`src/rtl/x86_instruction_length_decoder_top_defines.svh`:
```
// ----------------------------------------------------------------------------
// x86 length decoder assertion macros
// Concurrent check helpers, compiled away when SYNTH is defined.
// ----------------------------------------------------------------------------
`ifndef X86_INSTRUCTION_LENGTH_DECODER_TOP_DEFINES_SVH
`define X86_INSTRUCTION_LENGTH_DECODER_TOP_DEFINES_SVH

`ifndef SYNTH
// same-cycle implication
`define XILD_ASSERT_IMP(lbl, clk, rst, ante, cons) \
  lbl: assert property (@(posedge clk) disable iff (rst) (ante) |-> (cons)) \
    else $error("xild check failed");
// next-cycle implication
`define XILD_ASSERT_NXT(lbl, clk, rst, ante, cons) \
  lbl: assert property (@(posedge clk) disable iff (rst) (ante) |=> (cons)) \
    else $error("xild check failed");
`else
`define XILD_ASSERT_IMP(lbl, clk, rst, ante, cons)
`define XILD_ASSERT_NXT(lbl, clk, rst, ante, cons)
`endif

`endif

```
`src/rtl/xild_pkg.sv`:
```
// ----------------------------------------------------------------------------
// xild_pkg
// Constants and opcode classification functions for the x86 length decoder.
// ----------------------------------------------------------------------------
package xild_pkg;

  // byte counter
  localparam int         CNT_W          = 5;
  localparam int         MAX_INSN_BYTES = 15;
  localparam logic [4:0] CNT_MAX        = 5'd31;
  localparam logic [3:0] LEN_SAT        = 4'd15;

  // special bytes
  localparam logic [7:0] BRK_BYTE    = 8'hCC;
  localparam logic [7:0] OPSIZE_PFX  = 8'h66;
  localparam logic [7:0] ESC_0F      = 8'h0F;
  localparam logic [7:0] FPU_ESC     = 8'hD8;
  localparam logic [7:0] FPU_ESC_MSK = 8'hF8;
  localparam logic [7:0] NO_MODRM    = 8'hFF;

  // modrm fields
  localparam logic [1:0] MOD_MEM0   = 2'b00;
  localparam logic [1:0] MOD_DISP8  = 2'b01;
  localparam logic [1:0] MOD_DISP32 = 2'b10;
  localparam logic [1:0] MOD_REG    = 2'b11;
  localparam logic [2:0] RM_SIB     = 3'b100;
  localparam logic [2:0] RM_NOBASE  = 3'b101;

  // operand sizes
  localparam logic [2:0] OSZ_LONG  = 3'd4;
  localparam logic [2:0] OSZ_SHORT = 3'd2;
  localparam logic [2:0] OSZ_NONE  = 3'd0;

  // legacy prefix bytes
  function automatic logic is_prefix(input logic [7:0] b);
    return (b == 8'hF0) || (b == 8'hF2) || (b == 8'hF3) ||
           ((b & 8'hFC) == 8'h64) || ((b & 8'hE7) == 8'h26);
  endfunction

  // one-byte map opcodes followed by modrm
  function automatic logic one_byte_has_modrm(input logic [7:0] op);
    return ((op & 8'hC4) == 8'h00) ||
           (((op & 8'hF4) == 8'h60) &&
            (((op & 8'h0A) == 8'h02) || ((op & 8'h09) == 8'h09))) ||
           ((op & 8'hF0) == 8'h80) ||
           (((op & 8'hF8) == 8'hC0) && ((op & 8'h0E) != 8'h02)) ||
           ((op & 8'hFC) == 8'hD0) ||
           ((op & 8'hF6) == 8'hF6);
  endfunction

  // two-byte map opcodes followed by modrm
  function automatic logic two_byte_has_modrm(input logic [7:0] op);
    logic none;
    none = ((op[7:4] == 4'h0) && (op[3:0] >= 4'h4) && ((op & 8'h0D) != 8'h0D)) ||
           (op[7:4] == 4'h3) ||
           (op == 8'h77) ||
           (op[7:4] == 4'h8) ||
           ((op[7:4] == 4'hA) && (op[2:0] <= 3'd2)) ||
           ((op & 8'hF8) == 8'hC8);
    return !none;
  endfunction

  // immediate byte count for an opcode and its modrm
  function automatic logic [2:0] imm_count(input logic [7:0] op, input logic [7:0] m,
                                           input logic short_ops, input logic fpu,
                                           input logic esc);
    logic [2:0] osz;
    logic [2:0] cnt;
    osz = short_ops ? OSZ_SHORT : OSZ_LONG;
    cnt = 3'd0;
    if (fpu) begin
      cnt = 3'd0;
    end else if (!esc) begin
      if (((op & 8'hC7) == 8'h04) || ((op & 8'hFE) == 8'h6A) ||
          ((op & 8'hF0) == 8'h70) || (op == 8'h80) || (op == 8'h83) ||
          ((op & 8'hFD) == 8'hA0) || (op == 8'hA8) ||
          ((op & 8'hF8) == 8'hB0) || ((op & 8'hFE) == 8'hC0) ||
          (op == 8'hC6) || (op == 8'hCD) || ((op & 8'hFE) == 8'hD4) ||
          ((op & 8'hF8) == 8'hE0) || (op == 8'hEB) ||
          ((op == 8'hF6) && ((m & 8'h30) == 8'h00))) begin
        cnt = 3'd1;
      end else if ((op & 8'hF7) == 8'hC2) begin
        cnt = 3'd2;
      end else if (((op & 8'hFC) == 8'h80) || ((op & 8'hC7) == 8'h05) ||
                   ((op & 8'hF8) == 8'hB8) || ((op & 8'hFE) == 8'hE8) ||
                   ((op & 8'hFE) == 8'h68) || ((op & 8'hFC) == 8'hA0) ||
                   ((op & 8'hEE) == 8'hA8) || (op == 8'hC7) ||
                   ((op == 8'hF7) && ((m & 8'h30) == 8'h00))) begin
        cnt = osz;
      end
    end else begin
      if ((op == 8'hBA) || (op == 8'h0F) || ((op & 8'hFC) == 8'h70) ||
          ((op & 8'hF7) == 8'hA4) || (op == 8'hC2) || (op == 8'hC4) ||
          (op == 8'hC5) || (op == 8'hC6)) begin
        cnt = 3'd1;
      end else if (op[7:4] == 4'h8) begin
        cnt = osz;
      end
    end
    return cnt;
  endfunction

endpackage

```
`src/rtl/x86_instruction_length_decoder_top.sv`:
```
// ----------------------------------------------------------------------------
// x86_instruction_length_decoder_top
// Byte-serial length decoder for 32-bit x86 code.
// ----------------------------------------------------------------------------
// Usage:
//   Input channel (in_valid / in_stall / code_byte) takes one byte of the
//   instruction stream per transfer. Output channel (out_valid / out_stall and
//   the result fields) gives one result per finished instruction, in the
//   cycle after the transfer of its last byte. A 0xCC at the start of an
//   instruction gives a breakpoint result of length zero by itself.
//   Throughput is one byte per cycle while in_stall is low: each byte is decoded
//   by short combinational logic between the decode state registers and the
//   result register.
//   When the receiver stalls, the held result stays in the result register
//   and in_stall is high while a result is waiting and stalled; every byte,
//   whether or not it finishes an instruction, waits until the result
//   register is free or drains in the same cycle.
//   Synchronous reset returns the decoder to the start of an instruction and
//   drops any pending result.
// ----------------------------------------------------------------------------
`include "x86_instruction_length_decoder_top_defines.svh"

module x86_instruction_length_decoder_top
  import xild_pkg::*;
(
  input  logic       clk,
  input  logic       rst,
  input  logic       in_valid,
  output logic       in_stall,
  input  logic [7:0] code_byte,
  output logic       out_valid,
  input  logic       out_stall,
  output logic [3:0] insn_length,
  output logic [7:0] main_opcode,
  output logic [2:0] operand_bytes,
  output logic       two_byte_map,
  output logic       breakpoint_seen,
  output logic       length_overflow
);

  typedef enum logic [2:0] {
    PH_START,
    PH_PREFIX,
    PH_AFTER_FPU,
    PH_OPCODE,
    PH_MODRM,
    PH_SIB,
    PH_DISP,
    PH_IMM
  } phase_t;

  // decode state
  phase_t           phase, phase_next;
  logic [CNT_W-1:0] byte_count, byte_count_next;
  logic             short_ops, short_ops_next;
  logic             fpu_seen, fpu_seen_next;
  logic             esc_seen, esc_seen_next;
  logic [7:0]       held_opcode, held_opcode_next;
  logic [7:0]       held_modrm, held_modrm_next;
  logic [2:0]       disp_left, disp_left_next;
  logic [2:0]       imm_left, imm_left_next;

  logic accept;
  logic emit;
  logic emit_brk;

  // result register is free or drains this cycle
  assign in_stall = out_valid & out_stall;
  assign accept   = in_valid & ~in_stall;

  // next decode state for the byte on the input
  always_comb begin
    logic       take_op;
    logic       run_modrm;
    logic       adv;
    logic [7:0] m_sel;
    take_op          = 1'b0;
    run_modrm        = 1'b0;
    adv              = 1'b0;
    m_sel            = held_modrm;
    emit             = 1'b0;
    emit_brk         = 1'b0;
    phase_next       = phase;
    short_ops_next   = short_ops;
    fpu_seen_next    = fpu_seen;
    esc_seen_next    = esc_seen;
    held_opcode_next = held_opcode;
    held_modrm_next  = held_modrm;
    disp_left_next   = disp_left;
    imm_left_next    = imm_left;
    byte_count_next  = (byte_count < CNT_MAX) ? byte_count + 1'b1 : byte_count;

    if (phase == PH_START && code_byte == BRK_BYTE) begin
      emit     = 1'b1;
      emit_brk = 1'b1;
    end else begin
      unique case (phase)
        PH_START, PH_PREFIX: begin
          if (is_prefix(code_byte)) begin
            if (code_byte == OPSIZE_PFX) short_ops_next = 1'b1;
            phase_next = PH_PREFIX;
          end else if ((code_byte & FPU_ESC_MSK) == FPU_ESC) begin
            fpu_seen_next = 1'b1;
            phase_next    = PH_AFTER_FPU;
          end else if (code_byte == ESC_0F) begin
            esc_seen_next = 1'b1;
            phase_next    = PH_OPCODE;
          end else begin
            take_op = 1'b1;
          end
        end
        PH_AFTER_FPU: begin
          if (code_byte == ESC_0F) begin
            esc_seen_next = 1'b1;
            phase_next    = PH_OPCODE;
          end else begin
            take_op = 1'b1;
          end
        end
        PH_OPCODE: take_op = 1'b1;
        PH_MODRM: begin
          run_modrm = 1'b1;
          m_sel     = code_byte;
        end
        PH_SIB: begin
          if (held_modrm[7:6] == MOD_DISP32 ||
              (held_modrm[7:6] == MOD_MEM0 && code_byte[2:0] == RM_NOBASE))
            disp_left_next = 3'd4;
          else if (held_modrm[7:6] == MOD_DISP8)
            disp_left_next = 3'd1;
          else
            disp_left_next = 3'd0;
          adv = 1'b1;
        end
        PH_DISP: begin
          if (disp_left != 3'd0) disp_left_next = disp_left - 3'd1;
          adv = 1'b1;
        end
        PH_IMM: begin
          if (imm_left != 3'd0) imm_left_next = imm_left - 3'd1;
          adv = 1'b1;
        end
        default: phase_next = PH_START;
      endcase

      // opcode byte
      if (take_op) begin
        held_opcode_next = code_byte;
        if (fpu_seen) begin
          run_modrm = 1'b1;
          m_sel     = (code_byte[7:6] != MOD_REG) ? code_byte : NO_MODRM;
        end else if (esc_seen ? two_byte_has_modrm(code_byte)
                              : one_byte_has_modrm(code_byte)) begin
          phase_next = PH_MODRM;
        end else begin
          run_modrm = 1'b1;
          m_sel     = NO_MODRM;
        end
      end

      // modrm decode: sib, displacement and immediate sizes
      if (run_modrm) begin
        held_modrm_next = m_sel;
        imm_left_next   = imm_count(held_opcode_next, m_sel, short_ops, fpu_seen, esc_seen);
        if (m_sel[2:0] == RM_SIB && m_sel[7:6] != MOD_REG) begin
          phase_next = PH_SIB;
        end else begin
          if ((m_sel[7:6] == MOD_MEM0 && m_sel[2:0] == RM_NOBASE) ||
              m_sel[7:6] == MOD_DISP32)
            disp_left_next = 3'd4;
          else if (m_sel[7:6] == MOD_DISP8)
            disp_left_next = 3'd1;
          else
            disp_left_next = 3'd0;
          adv = 1'b1;
        end
      end

      // move on to trailing bytes or finish
      if (adv) begin
        if (disp_left_next != 3'd0)
          phase_next = PH_DISP;
        else if (imm_left_next != 3'd0)
          phase_next = PH_IMM;
        else
          emit = 1'b1;
      end
    end
  end

  // decode state and result register
  always_ff @(posedge clk) begin
    if (rst) begin
      phase       <= PH_START;
      byte_count  <= '0;
      short_ops   <= 1'b0;
      fpu_seen    <= 1'b0;
      esc_seen    <= 1'b0;
      held_opcode <= 8'h00;
      held_modrm  <= NO_MODRM;
      disp_left   <= 3'd0;
      imm_left    <= 3'd0;
      out_valid   <= 1'b0;
    end else begin
      if (out_valid && !out_stall) out_valid <= 1'b0;
      if (accept) begin
        if (emit) begin
          out_valid <= 1'b1;
          if (emit_brk) begin
            insn_length     <= 4'd0;
            main_opcode     <= 8'h00;
            operand_bytes   <= OSZ_NONE;
            two_byte_map    <= 1'b0;
            breakpoint_seen <= 1'b1;
            length_overflow <= 1'b0;
          end else begin
            insn_length     <= (byte_count_next > CNT_W'(LEN_SAT)) ? LEN_SAT
                                                                   : byte_count_next[3:0];
            main_opcode     <= held_opcode_next;
            operand_bytes   <= short_ops_next ? OSZ_SHORT : OSZ_LONG;
            two_byte_map    <= esc_seen_next;
            breakpoint_seen <= 1'b0;
            length_overflow <= (byte_count_next > CNT_W'(MAX_INSN_BYTES));
          end
          phase       <= PH_START;
          byte_count  <= '0;
          short_ops   <= 1'b0;
          fpu_seen    <= 1'b0;
          esc_seen    <= 1'b0;
          held_opcode <= 8'h00;
          held_modrm  <= NO_MODRM;
          disp_left   <= 3'd0;
          imm_left    <= 3'd0;
        end else begin
          phase       <= phase_next;
          byte_count  <= byte_count_next;
          short_ops   <= short_ops_next;
          fpu_seen    <= fpu_seen_next;
          esc_seen    <= esc_seen_next;
          held_opcode <= held_opcode_next;
          held_modrm  <= held_modrm_next;
          disp_left   <= disp_left_next;
          imm_left    <= imm_left_next;
        end
      end
    end
  end

  // checks
  `XILD_ASSERT_NXT(a_emit_restarts, clk, rst, accept && emit,
                   phase == PH_START && byte_count == '0)
  `XILD_ASSERT_IMP(a_brk_fields, clk, rst, out_valid && breakpoint_seen,
                   insn_length == 4'd0 && main_opcode == 8'h00 && operand_bytes == OSZ_NONE)
  `XILD_ASSERT_IMP(a_osz_legal, clk, rst, out_valid && !breakpoint_seen,
                   operand_bytes == OSZ_SHORT || operand_bytes == OSZ_LONG)
  `XILD_ASSERT_IMP(a_ovf_saturates, clk, rst, out_valid && length_overflow,
                   insn_length == LEN_SAT)

endmodule
```
`config.mk`:
```
export PLATFORM = sky130hd
export DESIGN_NAME = x86_instruction_length_decoder_top
export DESIGN_NICKNAME = d
export VERILOG_FILES = /design/src/rtl/xild_pkg.sv /design/src/rtl/x86_instruction_length_decoder_top.sv
export VERILOG_INCLUDE_DIRS = /design/src /design/src/rtl
export SDC_FILE = /design/constraint.sdc
export NUM_CORES = 1
export LEC_CHECK = 0
export ABC_AREA = 1
export ABC_CLOCK_PERIOD_IN_PS = 4100
export BUFFER_PORTS_ARGS = -buffer_cell sky130_fd_sc_hd__buf_2
export CAP_MARGIN = 5
export CORE_MARGIN = 4
export CORE_UTILIZATION = 59
export CTS_BUF_LIST = sky130_fd_sc_hd__clkbuf_4 sky130_fd_sc_hd__clkbuf_8 sky130_fd_sc_hd__clkbuf_16
export DETAILED_ROUTE_END_ITERATION = 8
export PLACE_DENSITY = 0.79
export REMOVE_ABC_BUFFERS = 1
export SYNTH_ARGS = -nofsm -noshare
export SYNTH_HDL_FRONTEND = slang
export SYNTH_SLANG_ARGS = --single-unit
```
`constraint.sdc`:
```
create_clock -name clk -period 4.1 [get_ports clk]
set_clock_uncertainty 0.05 [all_clocks]
set_input_delay 0.41 -clock clk [delete_from_list [all_inputs] [get_ports clk]]
set_output_delay 0.41 -clock clk [all_outputs]
set_load 0.01 [all_outputs]
```
==> results of run 1 <==
## flip-flops by register name, summed over array words and instances (netlist names), 2 cells and up
signal	cells
held_opcode	8
main_opcode	8
held_modrm	7
byte_count	5
insn_length	4
disp_left	3
imm_left	3
phase	3
operand_bytes	2
## final cells by class
class	instances	area, sq um	area share, %
multi-input cells	467	2170	54.0
clock inverters	1	30.0	0.747
flip-flops and latches	50	1170	29.1
clock buffers	7	90.1	2.24
repair buffers	34	193	4.79
inverters	72	273	6.78
well taps	75	93.8	2.33
## logic make-up after synthesis
group | Yosys count | share of synthesized area [%]
flops | 50 | 31.4
simple gates | 385 | 44.2
buf+inv | 88 | 10.2
compound gates | 70 | 10.8
fa+ha+maj | 6 | 2.02
xor+xnor | 5 | 1.18
other cells | 1 | 0.101
## final timing paths
kind / start / end / depth (start not counted)
min reg2reg: disp_left[1]$_SDFFE_PP0P_ / disp_left[1]$_SDFFE_PP0P_ / 2
max reg2reg: phase[2]$_SDFFE_PP0P_ / main_opcode[0]$_SDFFCE_PP0P_ / 20
min: out_stall / out_valid$_SDFF_PP0_ / 3
max: code_byte[5] / main_opcode[0]$_SDFFCE_PP0P_ / 23
## critical path, stage by stage
cell and delay (ps):
buf_2 150, inv_2 120, nor2_1 80, nand3_1 100
nand2_1 60, nor2_1 270, nand2_4 190, nand2_4 230
nand2_1 170, nand2_1 220, nand2_2 120, nor2_1 220
nand3_1 110, nand3_1 80, nor2_1 50, nand3_1 60
nand2_1 90, nand2_1 80, nand2_1 70, nor2_2 180
nand4_1 170, nor2_1 210, buf_12 190
## placed cells by master (no fill, tap or decap), drive strengths merged, types with 7 or more instances in the layout
cell type,n
a21oi,31
buf,34
clkbuf,7
dfxtp,33
edfxtp,17
inv,70
nand2,226
nand3,46
nand4,7
nor2,92
o211ai,9
o21ai,23
## synthesized netlist by cell type, types with 2 or more instances
master / n / share of area (%)
ha_1: 6 / 2.0
a211oi_1: 2 / 0.40
nand2_2: 13 / 2.2
a21oi_1: 29 / 3.9
buf_4: 4 / 0.81
buf_2: 3 / 0.40
o21ai_0: 18 / 2.4
nand4_1: 7 / 1.2
o211ai_1: 9 / 1.8
nand3_1: 45 / 6.0
clkinv_1: 2 / 0.20
buf_6: 4 / 1.2
nand2_1: 209 / 21
nand3b_1: 5 / 1.0
nand2_4: 4 / 1.2
xor2_1: 4 / 0.94
nor3_1: 5 / 0.67
inv_2: 8 / 0.81
edfxtp_1: 17 / 14
dfxtp_1: 33 / 18
clkbuf_1: 5 / 0.50
nor2_1: 86 / 8.7
o21ai_1: 5 / 0.67
nor4_1: 2 / 0.34
nor2_2: 5 / 0.84
inv_1: 61 / 6.1
## per-layer routing
layer | vias up | track usage [%]
met5 | - | 0
met4 | 0 | 10.6
met3 | 35 | 4.45
met2 | 178 | 45.8
met1 | 1796 | 36.5
li1 | 1975 | -
## power by group through the flow
stage | clock network, mW | logic [mW] | registers (mW)
floorplan | 0 | 1.25 | 0.784
global placement | 0 | 1.72 | 0.770
detailed placement | 0 | 1.72 | 0.774
CTS | 0.380 | 1.73 | 0.764
global route | 0.398 | 1.97 | 0.779
finish | 0.380 | 1.77 | 0.766
## metrics by stage
step | hold slack (ps) | std cells | utilization, % | total power, mW
2_1_floorplan | 379 | 589 | - | 2.03
3_3_place_gp | 403 | 698 | 64.8 | 2.49
3_5_place_dp | 405 | 698 | 64.8 | 2.49
4_1_cts | 363 | 706 | 66.8 | 2.88
5_1_grt | 394 | 706 | 66.8 | 3.15
6_report | 368 | 706 | 66.8 | 2.91
==> results.md, run 1 <==
- Status: finished, final reports clean
- Worst EP arrival: 3630 ps
- Post-synth EDFFs: 17
- Post_cts resized: 0
- Worst-margin pin slew: between 600 and 700 ps
- Fin. max-slew vios: 0
- Final instance area: between 0.004 and 0.005 sq mm
- Die area: 0.00765 sq mm
- Max-cap violations: 0
- Synth cell types: 40
- Antenna-violating nets left: 0
- Port buffer count: 30
- Sequential power share: a little over a quarter
- Met2 routed WL: 4570 um
- Cell count after synthesis: between 600 and 700
- Layout area overhead: 7.99%
- CP max FO: 21
- Hold WC Path Type: in -> reg
- Setup violations, final: 0
- Via count: about 4000
- WL/cell: 14.4 um
- Max layer used: met4
- Ys Warns: 0
- DRT iter0 DRCs: 346
- Grt ovf: 0
- Power Internal: 1.41 mW
- Initial antenna violation count: 0
- CTS sink count: 50
- Ports: 32
- Largest net degree at the start of global routing: 27
- Starting Density: between 60% and 70%
- Placed instance area: about 0.0039 sq mm
- N_diodes: 0
- CP endpoint kind: flip-flop
- Via density per instance: 5.64
- Skew-Pair Late Insertion Delay: between 300 and 400 ps
- Num rows: 28
- GRT Util Overall: 27.8%
- Met3 WL: between 700 and 800 um
- Reg2reg setup slack: 450 ps
- GPL Wtd Cong: 1.02
- Gate power share: ~61%
- Root buf cell: clkbuf_8
- Pwr dens: 723 mW/mm^2
- NetSw: 1.50 mW
- Data required, critical path: 4080 ps
- Avg Cell Area, Syn: around 6 sq um
- Core area: ~0.0060 sq mm
- Final period util: 89.1%
- Final Hold Fails: 0
- Startpoint class of the critical path: primary input
- Fmax: 274 MHz
- TNS Setup: 0 ps
- Sequential share of the synthesized area: 31.4%
- Post-CTS Hold Fix Bufs: 0
- Global-route wire length before repair: about 17000 um
- Vias in the first global route: 3658
- DRC viols: 0
- Tmin final: roughly 3700 ps
- Post-CTS Setup Repair Bufs: 0
- Unrepaired setup endpoints after global routing: no
- Fill cells: 561
- Post-Route WL: between 10000 and 15000 um
- Met1 wire length: approximately 4600 um
- DRT Pass-1 Iters: 5
- CTS tree: yes
- Die height: ~87 um
- Place WS: 205 ps
- Layout cells sized above 1: roughly an eighth
- Worst vdd ir: roughly 450 uV
- Ys async rst share: 0%
- Die Wd: 87.5 um
- Clk slew on worst S/H paths: roughly 90 ps
- Final Worst Setup Slack: 445 ps
- Mapped cell area: roughly 0.0037 sq mm
- Num CTS Buffers: 5
- DP Wirelength: around 7700 um
- Slew HR: between 50% and 60%
- Sw frac: 51.7%
- Leakage: about 1.9 nW
- H-tree Lvls: 2
- Clock Path Buffers: 2
- Post-synthesis register bit count: 50
- Worst Setup Path Type: in -> reg
- Clk pwr share: about an eighth
- Nets: approximately 650
- Post-synth top flop: dfxtp_1
Note: power is estimated with default switching activity, not from simulation.
==> run 2: changes to the inputs <==
--- a/config.mk
+++ b/config.mk
@@ -15,7 +15,6 @@
 export CTS_BUF_LIST = sky130_fd_sc_hd__clkbuf_4 sky130_fd_sc_hd__clkbuf_8 sky130_fd_sc_hd__clkbuf_16
 export DETAILED_ROUTE_END_ITERATION = 8
 export PLACE_DENSITY = 0.79
-export REMOVE_ABC_BUFFERS = 1
 export SYNTH_ARGS = -nofsm -noshare
 export SYNTH_HDL_FRONTEND = slang
 export SYNTH_SLANG_ARGS = --single-unit
==> results.md, run 2 (synthesis gave the netlist of run 1 again) <==
- Layout Cells excl Fill: 706 (unchanged)
- Syn nets: slightly above 600
- Num rows: 28 (unchanged)
- Top Family by Delay on Critical Path: simple AND/OR/NAND/NOR gates
- Status: finished, final reports clean
- Die height: 87.5 um (unchanged)
- GPL Wtd Cong: 0.976 (-4.5%)
- CP endpoint kind: flip-flop
- Die area: 0.00765 sq mm (unchanged)
- Fmax: 274 MHz (about the same)
- Skew-Pair Late Insertion Delay: 300 ps (about the same)
- Post-Route WL: 10200 um (+0.74%)
- Fill cells: 572 (+2.0%)
- Via density per instance: 5.66 (+0.33%)
- Sw frac: 53.0% (+1.3 points)
- Met2 routed WL: 4570 um (about the same)
- DP Wirelength: 7990 um (+4.0%)
- Pwr dens: 718 mW/mm^2 (-0.76%)
- Initial antenna violation count: 0 (unchanged)
- Most frequent cells in the layout: 209 x nand2_1, 86 x nor2_1, 61 x inv_1, 45 x nand3_1, 33 x dfxtp_1
- Setup violations, final: 0 (unchanged)
- Clock Path Buffers: 2 (unchanged)
- Clk slew on worst S/H paths: 100 ps (about the same)
- Max layer used: met4
- Worst EP arrival: 3600 ps (-30 ps)
- Largest net degree at the start of global routing: 27 (unchanged)
- Worst-margin pin slew: 541 ps (-130 ps)
- Final instance area: 0.00400 sq mm (-0.50%)
- Crit-path most repeated cell: nand2_1
- Post-CTS Hold Fix Bufs: 0 (unchanged)
- Antenna-violating nets left: 0 (unchanged)
- H-tree Lvls: 2 (unchanged)
- Worst-path cell chain: nor2_1 -> inv_1 -> nor2_4 -> nand2_4 -> nand2_4 -> nand2_1 -> nand2_1 -> nand2_2 -> nor2_1 -> nand3_1 -> nand3_1 -> nor2_1 -> nand3_1 -> nand2_1 -> nand2_1 -> nand2_1 -> nor2_2 -> nand4_1 -> nor2_1 -> buf_4
- Vias in the first global route: 3651 (-0.19%)
- Hold EP: out_valid$_SDFF_PP0_
- Gate power share: 61.5% (+0.8 points)
- Largest stage delay, worst path: 400 ps (+130 ps)
- Die Wd: 87.5 um (unchanged)
- Final Hold Fails: 0 (unchanged)
- Leakage: 1.90 nW (-0.55%)
- Hold Startpoint: out_stall
- Port buffer count: 30 (unchanged)
- Final period util: 89.1% (about the same)
- DRT Pass-1 Iters: 5 (unchanged)
- Post_cts resized: 0 (unchanged)
- Via count: 3997 (+0.33%)
- Max-cap violations: 0 (unchanged)
- Grt ovf: 0 (unchanged)
- Worst R2R Path Depth: 20 (unchanged)
- Power Internal: 1.35 mW (-3.9%)
- GRT Util Overall: 27.9% (+0.10 points)
- R2r endpoint: breakpoint_seen$_DFFE_PP_
- Starting Density: 61.8% (unchanged)
- Placed instance area: 0.00389 sq mm (-0.32%)
- Post-CTS Setup Repair Bufs: 0 (unchanged)
- NetSw: 1.52 mW (+1.2%)
- Startpoint class of the critical path: flip-flop
- Met3 WL: 1090 um (+47%)
- Largest registers: held_opcode x8, main_opcode x8, held_modrm x7
- Sequential power share: 26.7% (+0.4 points)
- Worst path buffer plus inverter count: 2 (-1)
- CP max FO: 21 (unchanged)
- Most common cell after layout, fill and taps aside: nand2_1
- R2r startpoint: phase[2]$_SDFFE_PP0P_
- Clk pwr share: 11.7% (-1.3 points)
- TNS Setup: 0 ps (unchanged)
- Slew HR: 63.6% (+8.7 points)
- CTS tree: yes
- Fin. max-slew vios: 0 (unchanged)
- DRC viols: 0 (unchanged)
- WL/cell: 14.5 um (+0.74%)
- CTS sink count: 50 (unchanged)
- Root buf cell: clkbuf_8
- Min-Delay Path Depth: 3 (unchanged)
- Layout area overhead: 7.46%
- Unrepaired setup endpoints after global routing: no
- Critical path's slowest cell: dfxtp_1
- Num CTS Buffers: 5 (unchanged)
- N_diodes: 0 (unchanged)
- Worst vdd ir: 534 uV (+19%)
- Final Total Pwr: 2.87 mW (-1.3%)
- Core area: 0.00603 sq mm (unchanged)
- Placed cells: 698 (unchanged)
- Hold WC Path Type: in -> reg
- Nets: 648 (unchanged)
- Reg2reg setup slack: 450 ps (about the same)
- Data required, critical path: 4050 ps (-30 ps)
- Worst Setup Path Type: reg -> reg
- DRT iter0 DRCs: 501 (+45%)
- Global-route wire length before repair: 17100 um (+1.9%)
- Layout cells sized above 1: 12.5% (unchanged)
- Tmin final: 3650 ps (-0.311 ps)
- Met1 wire length: 4290 um (-5.9%)
- Ports: 32 (unchanged)
run 2: metal layers:
metal / GRT usage, % / vias up
met5: 0 / -
met4: 9.62 / 0
met3: 5.68 / 33
met2: 43.9 / 216
met1: 38.1 / 1776
li1: - / 1972
run 2: worst max path at each step:
stage                          startpoint                      endpoint  slack, ps  cells past startpoint
global route        phase[1]$_SDFFE_PP0P_  main_opcode[4]$_SDFFCE_PP0P_         50                     20
floorplan                    code_byte[7]     breakpoint_seen$_DFFE_PP_        420                     21
global placement             code_byte[6]  main_opcode[5]$_SDFFCE_PP0P_        260                     23
finish              phase[2]$_SDFFE_PP0P_     breakpoint_seen$_DFFE_PP_        450                     20
CTS                 phase[2]$_SDFFE_PP0P_  main_opcode[5]$_SDFFCE_PP0P_        520                     20
detailed placement           code_byte[6]  main_opcode[5]$_SDFFCE_PP0P_        200                     23
run 2: per-stage QoR:
stage / worst slack (ps) / util (%) / hold slack [ps]
finish: 445 / 66.4 / 372
global route: 52.1 / 66.4 / 387
CTS: 523 / 66.4 / 366
detailed placement: 204 / 64.6 / 398
global placement: 257 / 64.6 / 398
floorplan: 421 / - / 379
run 2: power by group through the flow:
stage / registers [mW] / logic, mW / clock network (mW)
floorplan: 0.771 / 1.36 / 0
global placement: 0.772 / 1.72 / 0
detailed placement: 0.775 / 1.72 / 0
CTS: 0.765 / 1.73 / 0.346
global route: 0.787 / 1.97 / 0.372
finish: 0.768 / 1.77 / 0.337
run 2: final cells by class:
| cell class | count | area [sq um] | share of cell area [%] |
|---|---|---|---|
| clock buffer | 6 | 93.8 | 2.34 |
| tap | 75 | 93.8 | 2.34 |
| sequential | 50 | 1170 | 29.3 |
| timing repair buffer | 34 | 180 | 4.50 |
| multi-input combinational | 467 | 2170 | 54.3 |
| inverter | 72 | 273 | 6.81 |
| clock inverter | 2 | 18.8 | 0.469 |
run 2: worst reg2reg max path, cell delays in order (launching register included):
cell,delay (ps)
dfxtp_1,400
nor2_1,280
inv_1,120
nor2_4,150
nand2_4,130
nand2_4,230
nand2_1,120
nand2_1,210
nand2_2,130
nor2_1,240
nand3_1,110
nand3_1,90
nor2_1,50
nand3_1,60
nand2_1,90
nand2_1,90
nand2_1,70
nor2_2,150
nand4_1,170
nor2_1,130
buf_4,260
==> run 3: changes to the inputs <==
--- a/config.mk
+++ b/config.mk
@@ -7,7 +7,7 @@
 export NUM_CORES = 1
 export LEC_CHECK = 0
 export ABC_AREA = 1
-export ABC_CLOCK_PERIOD_IN_PS = 4100
+export ABC_CLOCK_PERIOD_IN_PS = 3400
 export BUFFER_PORTS_ARGS = -buffer_cell sky130_fd_sc_hd__buf_2
 export CAP_MARGIN = 5
 export CORE_MARGIN = 4
@@ -15,6 +15,7 @@
 export CTS_BUF_LIST = sky130_fd_sc_hd__clkbuf_4 sky130_fd_sc_hd__clkbuf_8 sky130_fd_sc_hd__clkbuf_16
 export DETAILED_ROUTE_END_ITERATION = 8
 export PLACE_DENSITY = 0.79
+export RECOVER_POWER = 50
 export SYNTH_ARGS = -nofsm -noshare
 export SYNTH_HDL_FRONTEND = slang
 export SYNTH_SLANG_ARGS = --single-unit
==> constraint.sdc (replaced) <==
create_clock -name clk -period 3.4 [get_ports clk]
set_clock_uncertainty 0.05 [all_clocks]
set_input_delay 0.34 -clock clk [delete_from_list [all_inputs] [get_ports clk]]
set_output_delay 0.34 -clock clk [all_outputs]
set_load 0.01 [all_outputs]
==> results.md, run 3 (synthesis gave the netlist of run 1 again) <==
- Nets: 682 (+5.2%)
- Global-route wire length before repair: 17800 um (+3.8%)
- Hold EP: out_valid$_SDFF_PP0_
- R2r endpoint: operand_bytes[2]$_SDFFCE_PP0P_
- Die Wd: 87.5 um (unchanged)
- Core area: 0.00603 sq mm (unchanged)
- CTS sink count: 50 (unchanged)
- Slew HR: 60.5% (-3.1 points)
- Final Total Pwr: 3.89 mW (+35%)
- Hold WC Path Type: in -> reg
- Worst R2R Path Depth: 22 (+10%)
- Setup violations, final: 0 (unchanged)
- Largest registers: held_opcode x8, main_opcode x8, held_modrm x7
- R2r startpoint: phase[0]$_SDFFE_PP0P_
- Num rows: 28 (unchanged)
- Fmax: 313 MHz (+14%)
- Via density per instance: 5.53 (-2.3%)
- Most common cell after layout, fill and taps aside: nand2_1
- Post-CTS Setup Repair Bufs: 0 (unchanged)
- CTS tree: yes
- Largest net degree at the start of global routing: 27 (unchanged)
- Vias in the first global route: 3879 (+6.2%)
- Die area: 0.00765 sq mm (unchanged)
- Via count: 4093 (+2.4%)
- Post-CTS Hold Fix Bufs: 0 (unchanged)
- Syn nets: 623 (unchanged)
- Pwr dens: 907 mW/mm^2 (+26%)
- Port buffer count: 30 (unchanged)
- Die height: 87.5 um (unchanged)
- Tmin final: 3190 ps (-461 ps)
- WL/cell: 14.7 um (+1.5%)
- N_diodes: 0 (unchanged)
- Starting Density: 61.8% (unchanged)
- Worst hold slack: 272 ps (-99.9 ps)
- Ports: 32 (unchanged)
- Most frequent cells in the layout: 204 x nand2_1, 78 x nor2_1, 61 x inv_1, 45 x nand3_1, 36 x buf_4
- H-tree Lvls: 2 (unchanged)
- DRT Pass-1 Iters: 7 (+2)
- Data required, critical path: 3380 ps (-670 ps)
- Clk slew on worst S/H paths: 100 ps (about the same)
- Placed instance area: 0.00416 sq mm (+6.9%)
- Worst-margin pin slew: 588 ps (+46.4 ps)
- Hold Startpoint: out_stall
- GPL Wtd Cong: 0.968 (-0.83%)
- Skew-Pair Late Insertion Delay: 310 ps (about the same)
- Num CTS Buffers: 5 (unchanged)
- DP Wirelength: 8270 um (+3.5%)
- Initial antenna violation count: 0 (unchanged)
- GRT Util Overall: 29.1% (+1.1 points)
- Root buf cell: clkbuf_8
- Layout Cells excl Fill: 740 (+4.8%)
- Startpoint class of the critical path: flip-flop
- Antenna-violating nets left: 0 (unchanged)
- DRT iter0 DRCs: 443 (-12%)
- Final period util: 93.9% (+4.8 points)
- Final core utilization: 71.2% (+4.8 points)
- Reg2reg setup slack: 210 ps (-240 ps)
- Layout area overhead: 15.2%
- Worst vdd ir: 487 uV (-8.9%)
- Final instance area: 0.00429 sq mm (+7.2%)
- Worst EP arrival: 3170 ps (-430 ps)
- Worst Setup Path Type: reg -> reg
- Min-Delay Path Depth: 3 (unchanged)
- Grt ovf: 0 (unchanged)
- CP max FO: 20 (-4.8%)
- DRC viols: 0 (unchanged)
- Clock Path Buffers: 2 (unchanged)
- Post-Route WL: 10900 um (+6.4%)
- Fin. max-slew vios: 0 (unchanged)
- CP endpoint kind: flip-flop
- Leakage: 2.01 nW (+6.0%)
- Status: finished, final reports clean
- Placed cells: 732 (+4.9%)
- Max-cap violations: 0 (unchanged)
- Layout cells sized above 1: 16.4% (+3.9 points)
- Final Hold Fails: 0 (unchanged)
==> run 3: changes by cell type in the layout (fill, tap and decap cells not counted), moves of 2 or more <==
| cell | change |
|---|---|
| clkbuf_1 | +19 |
| clkinv_4 | +2 |
| nor2_1 | -8 |
| buf_4 | +32 |
| nand2_2 | +4 |
| nor2_2 | +7 |
| dfxtp_1 | -2 |
| nand2_1 | -5 |
| buf_2 | -19 |
| dfxtp_2 | +2 |
==> run 3: repair_timing <==
item	in CTS	in global routing
endpoints found under the setup margin	0	43
hold endpoints to repair	0	0
resized for setup	0	19
==> run 3: area by class of cell <==
type | instances | area [sq um]
multi-input combinational | 467 | 2220
fill | 551 | 1730
sequential | 50 | 1170
timing repair buffer | 68 | 428
inverter | 72 | 275
tap | 75 | 93.8
clock buffer | 5 | 68.8
clock inverter | 3 | 28.8
==> run 3: worst max path at each step <==
stage | slack (ps) | cells after the start | to | from
after floorplan | 50 | 21 | breakpoint_seen$_DFFE_PP_ | code_byte[7]
after global placement | -140 | 23 | main_opcode[5]$_SDFFCE_PP0P_ | code_byte[5]
after detailed placement | -100 | 23 | main_opcode[4]$_SDFFCE_PP0P_ | code_byte[5]
after CTS | 160 | 19 | breakpoint_seen$_DFFE_PP_ | phase[1]$_SDFFE_PP0P_
after global routing | -20 | 22 | main_opcode[7]$_SDFFCE_PP0P_ | phase[2]$_SDFFE_PP0P_
final | 210 | 22 | operand_bytes[2]$_SDFFCE_PP0P_ | phase[0]$_SDFFE_PP0P_
==> run 3: critical path, cell delays in order, from the launching register on <==
cell	delay, ps
dfxtp_2	360
inv_1	100
nand2_1	130
nor2_1	220
a21oi_4	120
nand2_8	160
nand2_1	140
nand2_1	160
nand2_2	120
nor2_1	170
nand2_1	70
nand2_1	60
inv_1	40
nand2_1	60
nor2_1	40
nand3_1	70
nand2_1	90
nand2_1	80
nand2_1	70
nor2_2	120
nand4_1	130
nor2_2	180
buf_12	170
==> run 3: through the flow <==
| stage | setup slack [ps] | TNS [ps] |
|---|---|---|
| after global placement | -137 | -3270 |
| after detailed placement | -102 | -2550 |
| after floorplan | 50.8 | 0 |
| after global routing | -22.4 | -361 |
| after CTS | 156 | 0 |
| final | 207 | 0 |
==> run 3: report_power, final <==
part           switching, mW  total (mW)  internal [mW]
registers              0.111       0.936          0.825
logic                   1.65        2.57          0.921
clock network          0.230       0.383          0.153
total                   1.99        3.89           1.90
==> run 3: layer usage <==
| metal | wire length [um] | track usage [%] |
|---|---|---|
| met1 | 4710 | 39.3 |
| met2 | 5120 | 48.3 |
| met3 | 883 | 4.07 |
| met4 | 172 | 8.09 |
| met5 | 0 | 0 |
